### src/rtl/mbrtu_pkg.sv
`default_nettype none
package mbrtu_pkg;
    localparam int FRAME_MAX = 256;
    localparam int READ_MAX  = 29;
    localparam int CNT_W     = 9;
    localparam logic [15:0] CRC_INIT = 16'hFFFF;
    localparam logic [15:0] CRC_POLY = 16'hA001;
    localparam logic [7:0]  FN_READ  = 8'h03;
    localparam logic [7:0]  FN_WRITE = 8'h06;
    localparam logic [7:0]  FN_MULTI = 8'h10;
    localparam logic [1:0]  CFG_ADDR = 2'd0;
    localparam logic [1:0]  CFG_X    = 2'd1;
    localparam logic [1:0]  CFG_Y    = 2'd2;
    localparam logic [1:0]  CFG_LANG = 2'd3;

    // Commands from the controller to the datapath.
    typedef struct packed {
        logic       rx_take;    // absorb one received byte
        logic       frame_clr;  // clear count, CRC and lagged bytes
        logic       do_write;   // apply function 06 write
        logic       tx_init;    // restart the reply CRC and item counter
        logic       tx_adv;     // a reply byte transfer happened
    } mbrtu_cmd_t;

    // Status from the datapath to the controller.
    typedef struct packed {
        logic       frame_ok;   // CRC, address and length valid
        logic       reply_len_ok;
        logic [6:0] body_len;   // reply bytes before CRC
        logic [6:0] tx_idx;
    } mbrtu_sts_t;

    function automatic logic [15:0] crc_byte(input logic [15:0] c, input logic [7:0] b);
        logic [15:0] r;
        r = c ^ {8'h00, b};
        for (int k = 0; k < 8; k++) begin
            r = r[0] ? ((r >> 1) ^ CRC_POLY) : (r >> 1);
        end
        return r;
    endfunction
endpackage
`default_nettype wire

### src/rtl/mbrtu_datapath.sv
`default_nettype none
module mbrtu_datapath (
    input  wire logic              aclk,
    input  wire logic              aresetn,
    input  wire logic [7:0]        rx_byte,
    input  wire logic              cfg_we,
    input  wire logic [1:0]        cfg_idx,
    input  wire logic [15:0]       cfg_data,
    input  wire mbrtu_pkg::mbrtu_cmd_t cmd,
    output mbrtu_pkg::mbrtu_sts_t  sts,
    output logic [7:0]             tx_byte
);
    import mbrtu_pkg::*;

    logic [7:0]       hdr_reg [8];
    logic [CNT_W-1:0] cnt_reg;
    logic [15:0]      crc_reg;
    logic [7:0]       lag0_reg, lag1_reg;
    logic [15:0]      wr_reg [6];
    logic [7:0]       saddr_reg;
    logic [15:0]      x_reg, y_reg, lang_reg;
    logic [15:0]      tcrc_reg;
    logic [6:0]       tidx_reg;

    logic [15:0] start_w, val_w, rx_crc_w, rd_addr, rd_val;
    logic        len_ok;
    logic [2:0]  slot_w;

    assign start_w  = {hdr_reg[2], hdr_reg[3]};
    assign val_w    = {hdr_reg[4], hdr_reg[5]};
    assign rx_crc_w = {lag1_reg, lag0_reg};
    assign len_ok   = (cnt_reg >= CNT_W'(8)) && (cnt_reg <= CNT_W'(FRAME_MAX));

    always_comb begin
        sts.frame_ok = len_ok && (crc_reg == rx_crc_w) && (hdr_reg[0] == saddr_reg);
        sts.reply_len_ok = 1'b0;
        sts.body_len = 7'd6;
        case (hdr_reg[1])
            FN_READ: begin
                sts.reply_len_ok = (cnt_reg == CNT_W'(8)) && (val_w != 16'd0)
                                   && (val_w <= 16'(READ_MAX));
                sts.body_len = 7'd3 + {val_w[5:0], 1'b0};
            end
            FN_WRITE: sts.reply_len_ok = (cnt_reg == CNT_W'(8));
            FN_MULTI: sts.reply_len_ok = (cnt_reg >= CNT_W'(9));
            default:  sts.reply_len_ok = 1'b0;
        endcase
        sts.tx_idx = tidx_reg;
    end

    function automatic logic [2:0] slot_of(input logic [15:0] a);
        case (a)
            16'h0020: slot_of = 3'd0;
            16'h0021: slot_of = 3'd1;
            16'h0022: slot_of = 3'd2;
            16'h0023: slot_of = 3'd3;
            16'h002D: slot_of = 3'd4;
            16'h0030: slot_of = 3'd5;
            default:  slot_of = 3'd7;
        endcase
    endfunction

    // register being read for body byte tidx (bytes 3.. pair per register)
    logic [6:0] roff;
    assign roff    = tidx_reg - 7'd3;
    assign rd_addr = start_w + {10'd0, roff[6:1]};
    assign slot_w  = slot_of(start_w);

    always_comb begin
        case (rd_addr)
            16'h0000: rd_val = x_reg;
            16'h0002: rd_val = y_reg;
            16'h0006: rd_val = lang_reg;
            16'h0010: rd_val = 16'h0020;
            default: begin
                case (slot_of(rd_addr))
                    3'd0: rd_val = wr_reg[0];
                    3'd1: rd_val = wr_reg[1];
                    3'd2: rd_val = wr_reg[2];
                    3'd3: rd_val = wr_reg[3];
                    3'd4: rd_val = wr_reg[4];
                    3'd5: rd_val = wr_reg[5];
                    default: rd_val = 16'h0000;
                endcase
            end
        endcase
    end

    always_comb begin
        if (tidx_reg == sts.body_len) begin
            tx_byte = tcrc_reg[7:0];
        end else if (tidx_reg > sts.body_len) begin
            tx_byte = tcrc_reg[15:8];
        end else if (hdr_reg[1] == FN_READ) begin
            case (tidx_reg)
                7'd0: tx_byte = saddr_reg;
                7'd1: tx_byte = FN_READ;
                7'd2: tx_byte = {val_w[6:0], 1'b0};
                default: tx_byte = roff[0] ? rd_val[7:0] : rd_val[15:8];
            endcase
        end else begin
            tx_byte = hdr_reg[tidx_reg[2:0]];
        end
    end

    always_ff @(posedge aclk) begin
        if (!aresetn) begin
            cnt_reg   <= '0;
            crc_reg   <= CRC_INIT;
            lag0_reg  <= '0;
            lag1_reg  <= '0;
            saddr_reg <= 8'h01;
            x_reg     <= '0;
            y_reg     <= '0;
            lang_reg  <= '0;
            tidx_reg  <= '0;
            tcrc_reg  <= CRC_INIT;
            for (int i = 0; i < 6; i++) wr_reg[i] <= '0;
        end else begin
            if (cfg_we) begin
                case (cfg_idx)
                    CFG_ADDR: saddr_reg <= cfg_data[7:0];
                    CFG_X:    x_reg     <= cfg_data;
                    CFG_Y:    y_reg     <= cfg_data;
                    CFG_LANG: lang_reg  <= cfg_data;
                    default:  ;
                endcase
            end
            if (cmd.rx_take) begin
                if (cnt_reg >= CNT_W'(2)) crc_reg <= crc_byte(crc_reg, lag0_reg);
                lag0_reg <= lag1_reg;
                lag1_reg <= rx_byte;
                if (cnt_reg < CNT_W'(8)) hdr_reg[cnt_reg[2:0]] <= rx_byte;
                if (cnt_reg <= CNT_W'(FRAME_MAX)) cnt_reg <= cnt_reg + CNT_W'(1);
            end
            if (cmd.frame_clr) begin
                cnt_reg  <= '0;
                crc_reg  <= CRC_INIT;
                lag0_reg <= '0;
                lag1_reg <= '0;
            end
            if (cmd.do_write && (hdr_reg[1] == FN_WRITE) && slot_w != 3'd7)
                wr_reg[slot_w] <= val_w;
            if (cmd.tx_init) begin
                tidx_reg <= '0;
                tcrc_reg <= CRC_INIT;
            end else if (cmd.tx_adv) begin
                tidx_reg <= tidx_reg + 7'd1;
                if (tidx_reg < sts.body_len) tcrc_reg <= crc_byte(tcrc_reg, tx_byte);
            end
        end
    end
endmodule
`default_nettype wire

### src/rtl/mbrtu_ctrl.sv
`default_nettype none
module mbrtu_ctrl (
    input  wire logic              aclk,
    input  wire logic              aresetn,
    input  wire logic              in_xfer,
    input  wire logic              frame_end,
    input  wire logic              out_ready,
    input  wire mbrtu_pkg::mbrtu_sts_t sts,
    output mbrtu_pkg::mbrtu_cmd_t  cmd,
    output logic                   in_ready,
    output logic                   out_valid,
    output logic                   out_last
);
    import mbrtu_pkg::*;

    typedef enum logic [1:0] {S_RX, S_CHECK, S_TX} state_t;
    state_t state_reg, state_next;

    assign in_ready  = (state_reg == S_RX);
    assign out_valid = (state_reg == S_TX);
    assign out_last  = (sts.tx_idx == sts.body_len + 7'd1);

    always_comb begin
        cmd = '0;
        state_next = state_reg;
        cmd.rx_take = in_xfer;
        case (state_reg)
            S_RX: if (in_xfer && frame_end) state_next = S_CHECK;
            S_CHECK: begin
                cmd.frame_clr = 1'b1;
                cmd.tx_init   = 1'b1;
                if (sts.frame_ok && sts.reply_len_ok) begin
                    state_next = S_TX;
                    cmd.do_write = 1'b1;
                end else begin
                    state_next = S_RX;
                end
            end
            S_TX: begin
                cmd.tx_adv = out_ready;
                if (out_ready && out_last) state_next = S_RX;
            end
            default: state_next = S_RX;
        endcase
    end

    // function 06 write is gated by function code in the datapath input
    always_ff @(posedge aclk) begin
        if (!aresetn) begin
            state_reg <= S_RX;
        end else begin
            state_reg <= state_next;
        end
    end
endmodule
`default_nettype wire

### src/rtl/modbus_rtu_slave_responder_top.sv
`default_nettype none
// Modbus RTU slave: request bytes arrive on s_ with tlast on the final byte;
// the reply streams on m_ with tlast on the final CRC byte. A byte is taken
// every cycle while receiving; after a frame end a check state follows, then
// a valid frame's reply is sent one byte per cycle while m_tready is high
// (function 03 up to 63 bytes); no request byte is taken until its end.
module modbus_rtu_slave_responder_top (
    input  wire logic        aclk,
    input  wire logic        aresetn,
    input  wire logic        s_tvalid,
    output logic             s_tready,
    input  wire logic [7:0]  s_tdata,   // rx_byte
    input  wire logic        s_tlast,   // frame_end
    output logic             m_tvalid,
    input  wire logic        m_tready,
    output logic [7:0]       m_tdata,   // tx_byte
    output logic             m_tlast,   // tx_last
    input  wire logic        cfg_valid,
    output logic             cfg_ready,
    input  wire logic [1:0]  cfg_index,
    input  wire logic [15:0] cfg_data
);
    import mbrtu_pkg::*;

    mbrtu_cmd_t cmd, cmd_g;
    mbrtu_sts_t sts;
    logic in_xfer;

    assign cfg_ready = 1'b1;
    assign in_xfer   = s_tvalid && s_tready;

    always_comb begin
        cmd_g = cmd;
    end

    mbrtu_ctrl u_ctrl (
        .aclk, .aresetn, .in_xfer, .frame_end(s_tlast), .out_ready(m_tready),
        .sts, .cmd, .in_ready(s_tready), .out_valid(m_tvalid), .out_last(m_tlast)
    );

    mbrtu_datapath u_dp (
        .aclk, .aresetn, .rx_byte(s_tdata), .cfg_we(cfg_valid),
        .cfg_idx(cfg_index), .cfg_data, .cmd(cmd_g), .sts, .tx_byte(m_tdata)
    );

    a_no_rx_during_tx: assert property (@(posedge aclk) disable iff (!aresetn)
        !(s_tready && m_tvalid)) else $error("rx and tx overlap");
    a_last_ends: assert property (@(posedge aclk) disable iff (!aresetn)
        m_tvalid && m_tready && m_tlast |=> !m_tvalid) else $error("tx after last");
    a_write_only_06: assert property (@(posedge aclk) disable iff (!aresetn)
        cmd.do_write |=> m_tvalid) else $error("write without reply");
endmodule
`default_nettype wire
### config.mk
export PLATFORM = sky130hd
export DESIGN_NAME = modbus_rtu_slave_responder_top
export DESIGN_NICKNAME = d
export VERILOG_FILES = /design/src/rtl/mbrtu_pkg.sv /design/src/rtl/mbrtu_datapath.sv /design/src/rtl/mbrtu_ctrl.sv /design/src/rtl/modbus_rtu_slave_responder_top.sv
export SDC_FILE = /design/constraint.sdc
export NUM_CORES = 1
export LEC_CHECK = 0
export BUFFER_PORTS_ARGS = -buffer_cell sky130_fd_sc_hd__buf_2
export CAP_MARGIN = 20
export CORE_MARGIN = 2
export CORE_UTILIZATION = 30
export CTS_BUF_LIST = sky130_fd_sc_hd__clkbuf_4 sky130_fd_sc_hd__clkbuf_8 sky130_fd_sc_hd__clkbuf_16
export CTS_CLUSTER_DIAMETER = 30
export CTS_CLUSTER_SIZE = 8
export DETAILED_ROUTE_END_ITERATION = 10
export GPL_TIMING_DRIVEN = 0
export PLACE_DENSITY = 0.55
export SKIP_CTS_REPAIR_TIMING = 1
export SLEW_MARGIN = 20
export SYNTH_ARGS = -nofsm -noshare
export SYNTH_HDL_FRONTEND = slang
export SYNTH_HIERARCHICAL = 1
export SYNTH_SLANG_ARGS = --single-unit
### constraint.sdc
create_clock -name aclk -period 21.7 [get_ports aclk]
set_input_delay 2.17 -clock aclk [delete_from_list [all_inputs] [get_ports aclk]]
set_output_delay 2.17 -clock aclk [all_outputs]
set_load 0.02 [all_outputs]
**Word level (Yosys, flattened, before mapping)**

Memories as Yosys holds them, arrays and structs flattened. A register that Yosys moved wholly into a read port is not among the register bits.
Index checks and enable logic that the tools add are counted.
Widths: inputs -> output; s select.

- Flip-flop bits (word level): 122
- RAM bits: 160
- Memories: 2

- $add $sub $neg: 6
- Order comparisons: 8
- Equal/unequal tests: 38
- Multiplexer cells: 48
- Bitwise operators: 19
- Reduce and logical (&&, ||, !) cells: 29

Memory list:

| memory | words | width | read ports | clocked after memory_dff | write ports | RTL line | text |
|---|---|---|---|---|---|---|---|
| u_dp.wr_reg | 6 | 16 | 6 | 0 | 6 | mbrtu_datapath.sv:19 | `logic [15:0] wr_reg [6];` |
| u_dp.hdr_reg | 8 | 8 | 7 | 1 | 1 | mbrtu_datapath.sv:15 | `logic [7:0] hdr_reg [8];` |

Operators with widths:

| operator | count |
|---|---|
| $mux 16 | 17 |
| $eq 16x6->1 const B | 12 |
| $pmux 16 s6 | 1 |
| $pmux 16 s4 | 1 |
| $not 2->3 | 16 |
| $pmux 3 s6 | 2 |
| $mux 8 | 4 |
| $xor 16x8->16 | 2 |
| $pmux 8 s3 | 1 |
| $ge 9x4->1 const B | 2 |
| $add 16x6->16 | 1 |
| $eq 16x16->1 | 1 |
| $eq 16x2->1 const B | 1 |
| $eq 16x3->1 const B | 1 |
| $eq 16x5->1 const B | 1 |
| $le 16x5->1 const B | 1 |
| $logic_not 16->1 | 1 |
| $reduce_and 2->1 | 8 |
| $reduce_bool 16->1 | 1 |
| $reduce_or 16->1 | 1 |
| $mux 3 | 5 |
| $add 7x1->7 const B | 2 |
| $eq 7x7->1 | 2 |
| $logic_and 1x1->1 | 11 |
| 33 further kinds | 53 |

**Longest topological paths before layout**

Gate-level depths: netlist of run 1.

- Word-level depth: 30
- Depth in mapped cells: 30
- Gate-level depth less buffers: 26

**Cells and area by module**

The synthesis of run 1 kept the hierarchy.

Modules (own cells, without submodules):

| module | times used | cells each | area an instance (µm²) | sequential area each (µm²) |
|---|---|---|---|---|
| mbrtu_datapath | 1 | 1467 | 14595.2 | 7267.0 |
| mbrtu_ctrl | 1 | 40 | 319.1 | 40.0 |
| modbus_rtu_slave_responder_top | 1 | 3 | 17.5 | 0.0 |

**Worst setup path after synthesis of run 1**

Ideal clock, no wire load.

- Path kind: register to output
- From: register u_dp.tidx_reg[0]
- To: output port m_tdata[1]
- Data arrival time: 6.227 ns
- Slack: 13.303 ns
- Cell stages (with the launch flop): 27
- Buffers on the path: 5
- Cells stage by stage: dfxtp_1 -> clkbuf_1 -> clkbuf_1 -> buf_1 -> a21oi_1 -> nor3b_1 -> xor2_1 -> ha_1 -> a21o_1 -> a221oi_1 -> o32ai_1 -> a211oi_4 -> nand3_2 -> clkbuf_1 -> nor2_1 -> nand3_1 -> ha_1 -> nor3_1 -> and3_1 -> clkbuf_1 -> a22o_1 -> o21ai_1 -> a2111oi_0 -> o221a_2 -> nand2b_1 -> nor2_1 -> nor2_1

- Longest elaborated chain between the ends: 13
- Elaborated cells between the ends (all ways): 32
- Those cells by class: add/sub: 2; order compare: 1; eq/ne: 17; mux: 9; reduce/logical: 3

RTL lines:

| element | RTL line | text |
|---|---|---|
| start, declared | mbrtu_datapath.sv:23 | `logic [6:0] tidx_reg;` |
| start signal, assigned | mbrtu_datapath.sv:148 | `tidx_reg <= tidx_reg + 7'd1;` |
| $sub 7x2->7 | mbrtu_datapath.sv:65 | `assign roff = tidx_reg - 7'd3;` |
| $add 16x6->16 | mbrtu_datapath.sv:66 | `assign rd_addr = start_w + {10'd0, roff[6:1]};` |
| $eq 16x6->1 | mbrtu_datapath.sv:52 | `case (a)` |
| $pmux 3 s6 | mbrtu_datapath.sv:52 |  |
| $mux 3 | mbrtu_datapath.sv:70 | `case (rd_addr)` |
| $eq 3x3->1, or another cell as far along | mbrtu_datapath.sv:76 | `case (slot_of(rd_addr))` |
| $pmux 16 s6 | mbrtu_datapath.sv:76 |  |
| $pmux 16 s4 | mbrtu_datapath.sv:70 |  |
| $mux 8 | mbrtu_datapath.sv:99 | `default: tx_byte = roff[0] ? rd_val[7:0] : rd_val[15:8];` |
| $pmux 8 s3 | mbrtu_datapath.sv:95 | `case (tidx_reg)` |
| $mux 8 | mbrtu_datapath.sv:94 | `end else if (hdr_reg[1] == FN_READ) begin` |
| $mux 8 | mbrtu_datapath.sv:92 | `end else if (tidx_reg > sts.body_len) begin` |
| $mux 8 (*) | mbrtu_datapath.sv:90 | `if (tidx_reg == sts.body_len) begin` |
| end, declared | modbus_rtu_slave_responder_top.sv:16 | `output logic [7:0] m_tdata,` |

Mark *: on every way between the ends. The rest lies on a longest branch, timed or not. The select of a mux whose other input is x is not followed.

**Worst setup path after layout of run 1**

Same ends and word-level chain as after synthesis.

==> impl_metrics.toml, run 1 <==
[outcome]
status = "complete, no violations"

[worst_setup_path]
cp_slowest_cell = "buf_1"
start_kind = "flip-flop"
path_common_cell = "clkbuf_1"
end_kind = "output pin"
worstPathArrival_ns = 9.86
cp_max_fo = 10
critPathRequiredTime_ns = 19.53
path_class = "flip-flop to output pin"
max_stage_delay_ns = 0.75

[logic_synthesis]
synth_adder_area_share = 0.0265
syn_area_sq_um = 14900
synth-xor-area-share = 0.0551
synth-seq-area-share = 0.489
muxShareOfSynthArea = 0.0767
synth_fp_nets = 1573
synth_async_sr_flop_share = 0
synth.avg_cell_area_sq_um = 9.89
synth_cells = 1510
synth_top_family_by_area = "simple AND/OR/NAND/NOR gates"
synth-edff-count = 160
synth_warnings = 6
yosys.area_share.simple = 0.187
synth_compound_gate_area_share = 0.128
ys.flop_type = "edfxtp_1"
synth.distinct_cells = 87
ys_seq_elements = 285

[route]
wl_met3_microns = 3230
wl_microns = 47600
dr.pass1.iters = 5
wl_met2_microns = 22100
drtAntennaViolNets = 0
drc = 0
wl_per_cell_microns = 20.3
wl_met1_microns = 21000
viasPerCell = 5.23
via_count = 12300
drt_iter0_markers = 1191
top_layer_used = "met5"

[place]
finalWeightedCongestion = 0.913
hpwl_microns = 34400
io_buffers = 42

[job]
drv_cap = 0

[pwr]
p_leak_nw = 6.78
powerDensity_nw_per_um2 = 96.3
seqPwrFrac = 0.336
ir_drop_v = 0.0000559
combPwrFrac = 0.042
clkPwrFrac = 0.622
power_switching_uw = 387
intPower_mw = 1.40
sw_frac_of_total = 0.217

[global_route]
overflow = 0
grt_max_degree = 17
antenna_found_initial = 1
grt_pass1_wl_microns = 72100
grt_pass1_vias = 11800
track_usage = 0.187

[floorplanning]
core_sq_um = 49100
die_x_microns = 227
start_util = 0.304
row_count = 81
dieArea_sq_um = 51600
die_y_microns = 227
io-pin-count = 44

[cts]
cts_buffers = 70
cts.path.max_buffers = 3
clk_latency_ns = 0.60
h-tree-depth = 3
cts_tree = "built"
clkSinkCount = 285
ctsRootBufferMaster = "clkbuf_16"
clk_pin_slew_ns = 0.05

[timing]
fin_hold_ws_ns = 0.455
max-slew-margin-rel = 0.232
tightest_slew_ns = 1.15
setup_viol = 0
fin_setup_tns_ns = 0
hold_viol = 0
fin_crit_ns = 12.03
min_period_over_period = 0.554
rsz0062_at_grt = "false"
finalClockSkew_ns = 0.0230
drv_slew = 0
fmax_ghz = 0.0831

[finish]
fin_nets = 1689
drive_above_1_share = 0.147
area_growth_pct = 24.4
fillerInstances = 4956
largest_register_ffs = 96
diodes = 0

[hold_path]
worstHoldPathType = "flip-flop to flip-flop"
## critical path, delay by kind of cell (launching register included)
family | cells | cell delay, ns
AND/OR/NAND/NOR | 9 | 2.05
buffers and inverters | 6 | 3.01
flip-flops | 1 | 0.51
adder cells (fa/ha/maj) | 2 | 0.60
XOR/XNOR | 1 | 0.23
AO/OA/AOI/OAI | 9 | 2.85
## cell usage in the layout (no fill, tap or decap), drive strengths merged, types with 9 or more instances in the layout
cell type / n
nand2b: 15
mux2: 11
or3: 9
mux2i: 66
o21a: 10
and3: 13
xor2: 36
a31oi: 11
o21ai: 34
mux4: 16
inv: 54
ha: 30
nand4: 19
nor2: 193
nor4: 18
o211ai: 24
nand2: 206
a211oi: 17
clkbuf: 144
buf: 68
clkinvlp: 10
clkinv: 21
a21oi: 82
bufinv: 13
nor3: 25
dfxtp: 125
xnor2: 50
nand3: 39
a221oi: 19
nor2b: 9
and2: 9
edfxtp: 160
## kinds of logic after synthesis
family / after synthesis
XOR/XNOR: 89
other: 1
buffers and inverters: 138
AO/OA/AOI/OAI: 274
multiplexers: 93
flip-flops: 285
adder cells (fa/ha/maj): 31
AND/OR/NAND/NOR: 599
## power by group through the flow
stage	Clock [mW]	Sequential [mW]	Combinational [mW]
2_1_floorplan	0	0.605	0.0513
3_3_place_gp	0	0.609	0.0744
3_5_place_dp	0	0.609	0.0758
4_1_cts	1.13	0.600	0.0763
5_1_grt	1.16	0.601	0.0837
6_report	1.11	0.600	0.0759
## worst paths after layout
check	start	to	slack, ns	cells past startpoint
min reg2reg	u_dp/y_reg[5]	u_dp/y_reg[5]	0.45	2
max reg2reg	u_dp/tidx_reg[0]	u_dp/tcrc_reg[0]	11.67	28
max	u_dp/tidx_reg[0]	m_tdata[1]	9.67	27
min	u_dp/y_reg[5]	u_dp/y_reg[5]	0.45	2
## layout make-up
class | instances | area [sq um] | area share
sequential | 285 | 7310 | 0.394
tap | 664 | 831 | 0.0447
clock buffer | 83 | 1910 | 0.103
inverter | 53 | 199 | 0.0107
multi-input combinational | 1087 | 7100 | 0.383
timing repair buffer | 44 | 233 | 0.0125
buffer | 85 | 349 | 0.0188
clock inverter | 45 | 637 | 0.0343
## cells in the mapped netlist, types with 7 or more instances
| cell | instances | area share |
|---|---|---|
| dfxtp_1 | 125 | 0.17 |
| buf_2 | 9 | 0.0030 |
| clkbuf_1 | 61 | 0.015 |
| o21a_1 | 10 | 0.0050 |
| xnor2_1 | 50 | 0.029 |
| and4_1 | 7 | 0.0041 |
| nand4_1 | 19 | 0.0080 |
| buf_1 | 11 | 0.0028 |
| ha_1 | 30 | 0.025 |
| and3_1 | 12 | 0.0050 |
| or3_1 | 9 | 0.0038 |
| nor4_1 | 18 | 0.0075 |
| o211ai_1 | 24 | 0.012 |
| a211oi_1 | 13 | 0.0065 |
| mux2i_1 | 66 | 0.044 |
| nor2_1 | 191 | 0.048 |
| and2_1 | 9 | 0.0038 |
| a22oi_1 | 7 | 0.0035 |
| xor2_1 | 36 | 0.021 |
| nand2b_1 | 15 | 0.0063 |
| nand2_1 | 206 | 0.052 |
| nor2b_1 | 9 | 0.0038 |
| inv_1 | 52 | 0.013 |
| nand3_1 | 36 | 0.012 |
| nor3_1 | 23 | 0.0077 |
| mux2_2 | 11 | 0.0083 |
| or2_2 | 7 | 0.0029 |
| o22ai_1 | 7 | 0.0029 |
| o21ai_0 | 33 | 0.011 |
| a221o_1 | 8 | 0.0054 |
| a21oi_1 | 80 | 0.027 |
| a221oi_1 | 19 | 0.011 |
| a31oi_1 | 10 | 0.0042 |
| edfxtp_1 | 160 | 0.32 |
| mux4_2 | 16 | 0.024 |
## through the flow
step,total power [mW],cell area [sq um],util,cells,worst slack [ns]
after floorplan,0.656,14900,-,1510,13.30
after global placement,0.683,16000,0.326,2216,9.98
after detailed placement,0.685,16000,0.326,2218,9.93
after CTS,1.80,18600,0.378,2346,9.25
after global routing,1.84,18600,0.379,2346,9.19
final,1.79,18600,0.379,2346,9.67
## metal layers
layer,up-vias,global-route usage
li1,5740,-
met1,5991,0.251
met2,454,0.301
met3,91,0.0347
met4,2,0.0658
met5,-,0
Power figures use the tool's default switching activity.
==> inputs of run 2 (changes only) <==
Settings changed: ABC_AREA set to 1, PLACE_DENSITY 0.55 to 0.57.
Clock period 21.7 ns to 10.76 ns, I/O delays scaled along.
==> run 2 against run 1 <==
Compared with the run above:
- combinational power grew 120%
- hold slack worse by 0.0095 ns
- core utilization shrank 0.24 points
- routed wire length rose by 4.8%
- sequential power increased by 100%
- first-iteration DRC count is 6.2% lower
- final area increased by 1.8%
- non-clock buffer count fell by 16
- cell count up 19%
==> impl_metrics.toml, run 2 <==
[route]
wl_per_cell_microns = 17.8
wl_microns = 49900
drc = 0
drt_iter0_markers = 1117
dr.pass1.iters = 5
via_count = 14000
viasPerCell = 5.02
drtAntennaViolNets = 0

[logic_synthesis]
synth_top_area_frac = 0.314
yosys-top-cells-area = "edfxtp_1, dfxtp_1, nand2_1"
synth_fp_nets = 2016
ys.flop_type = "edfxtp_1"
synth-edff-count = 160
synth_largest_area_cell = "edfxtp_1"
ys_seq_elements = 285
syn_area_sq_um = 15300
synth.distinct_cells = 57
synth_commonest_cells = "nand2_1, nor2_1, inv_1"
yosysMostFrequentCell = "nand2_1"
synth.avg_cell_area_sq_um = 7.83
synth_async_sr_flop_share = 0
synth_warnings = 6
synth_cells = 1953
synth-seq-area-share = 0.478

[worst_setup_path]
r2r_end = "u_dp/tcrc_reg[0]"
path_class = "flip-flop to output pin"
r2r_start = "u_dp/tidx_reg[0]"
worstPathArrival_ns = 7.52
crit_buf_inv = 7
cp_max_fo = 10
cp-endpoint = "m_tdata[7]"
path_common_cell = "nand2_1"
start_kind = "flip-flop"
end_kind = "output pin"
cp_num_cells = 32
max_stage_delay_ns = 0.71
crit_start = "u_dp/tidx_reg[0]"
r2r_cells = 42
cp_top_family = "simple AND/OR/NAND/NOR gates"
reg2reg_slack_ns = 3.30
critPathRequiredTime_ns = 9.68
cp_slowest_cell = "clkbuf_1"

[timing]
setup_viol = 0
hold_viol = 0
fmax_ghz = 0.116
drv_slew = 0
tightest_slew_ns = 1.06
fin_crit_ns = 8.59
fin_setup_tns_ns = 0
setup_slack_ns = 2.17
min_period_over_period = 0.799
max-slew-margin-rel = 0.295
finalClockSkew_ns = 0.0622
rsz0062_at_grt = "false"

[global_route]
grt_max_degree = 17
track_usage = 0.188
grt_pass1_wl_microns = 76900
antenna_found_initial = 0
overflow = 0
grt_pass1_vias = 13700

[pwr]
total_power_mw = 3.55
p_leak_nw = 7.71
ir_drop_v = 0.000172
powerDensity_nw_per_um2 = 188

[floorplanning]
start_util = 0.304
row_count = 82
die_x_microns = 230
die_y_microns = 230
core_sq_um = 50300
io-pin-count = 44
dieArea_sq_um = 52800

[place]
place_area_sq_um = 16400
io_buffers = 42
finalWeightedCongestion = 0.949
hpwl_microns = 35900
pre_cts_slack_ns = 2.85

[cts]
clk_pin_slew_ns = 0.04
cts_tree = "built"
h-tree-depth = 3
cts_buffers = 73
cts.path.max_buffers = 3
clkSinkCount = 285
ctsRootBufferMaster = "clkbuf_16"
clk_latency_ns = 0.62

[finish]
fillerInstances = 5194
register_area_sq_um = 7310
area_growth_pct = 23.6
final_util = 0.376
multi_input_area_sq_um = 6770
final_common_cell = "nand2_1"
fin_area_sq_um = 18900
fin_nets = 2134
layout_common_cells = "nand2_1, nor2_1, inv_1, edfxtp_1, o21ai_0"
largest_register_ffs = 96
drive_above_1_share = 0.124
diodes = 0

[job]
drv_cap = 0

[hold_path]
holdCritStartpoint = "u_dp/lang_reg[8]"
worstHoldPathType = "flip-flop to flip-flop"

[outcome]
status = "complete, no violations"
==> run 2: kinds of logic (layout without fill, tap and decap cells) <==
group | count (synthesis) | count (layout) | synth area share
AND/OR/NAND/NOR | 988 | 988 | 0.285
XOR/XNOR | 33 | 33 | 0.0189
AO/OA/AOI/OAI | 301 | 301 | 0.111
adder cells (fa/ha/maj) | 31 | 31 | 0.0259
flip-flops | 285 | 285 | 0.478
buffers and inverters | 314 | 489 | 0.0814
other | 1 | 1 | 0.000245
==> run 2: layer usage <==
layer	global-route usage	share of wire	vias up
met5	0	0	-
met4	0.0895	0.039	0
met3	0.0327	0.066	117
met2	0.306	0.46	510
met1	0.244	0.43	6663
li1	-	-	6752
==> run 2: worst min-delay path, stage by stage (launching register included) <==
cell     delay [ns]
dfxtp_1        0.30
inv_1          0.05
a21oi_1        0.05
==> run 2: power by group <==
part	leakage, nW	switching [mW]	internal [mW]
combinational	3.94	0.112	0.0553
clock	1.25	0.692	1.47
sequential	2.53	0.0242	1.20
==> run 2: worst min-delay path by stage <==
stage                                   end  slack, ns  cells after the start
after floorplan            u_dp/lang_reg[0]       0.42                      2
after global placement     u_dp/lang_reg[9]       0.43                      2
after detailed placement  u_dp/lang_reg[10]       0.44                      2
after CTS                 u_dp/lang_reg[10]       0.45                      2
after global routing       u_dp/lang_reg[1]       0.47                      2
final                      u_dp/lang_reg[8]       0.45                      2
==> run 2: area by class of cell <==
class                           count  share of cell area
Tap cell                          672              0.0445
Buffer                             70              0.0174
Timing Repair Buffer               43              0.0119
Clock buffer                       97               0.111
Multi-Input combinational cell   1354               0.358
Inverter                          244              0.0484
Sequential cell                   285               0.386
Clock inverter                     35              0.0226
==> run 2: per-stage QoR <==
stage               std cells  hold slack (ns)
floorplan                1953            0.424
global placement         2667            0.434
detailed placement       2668            0.440
CTS                      2800            0.447
global route             2800            0.470
finish                   2800            0.445
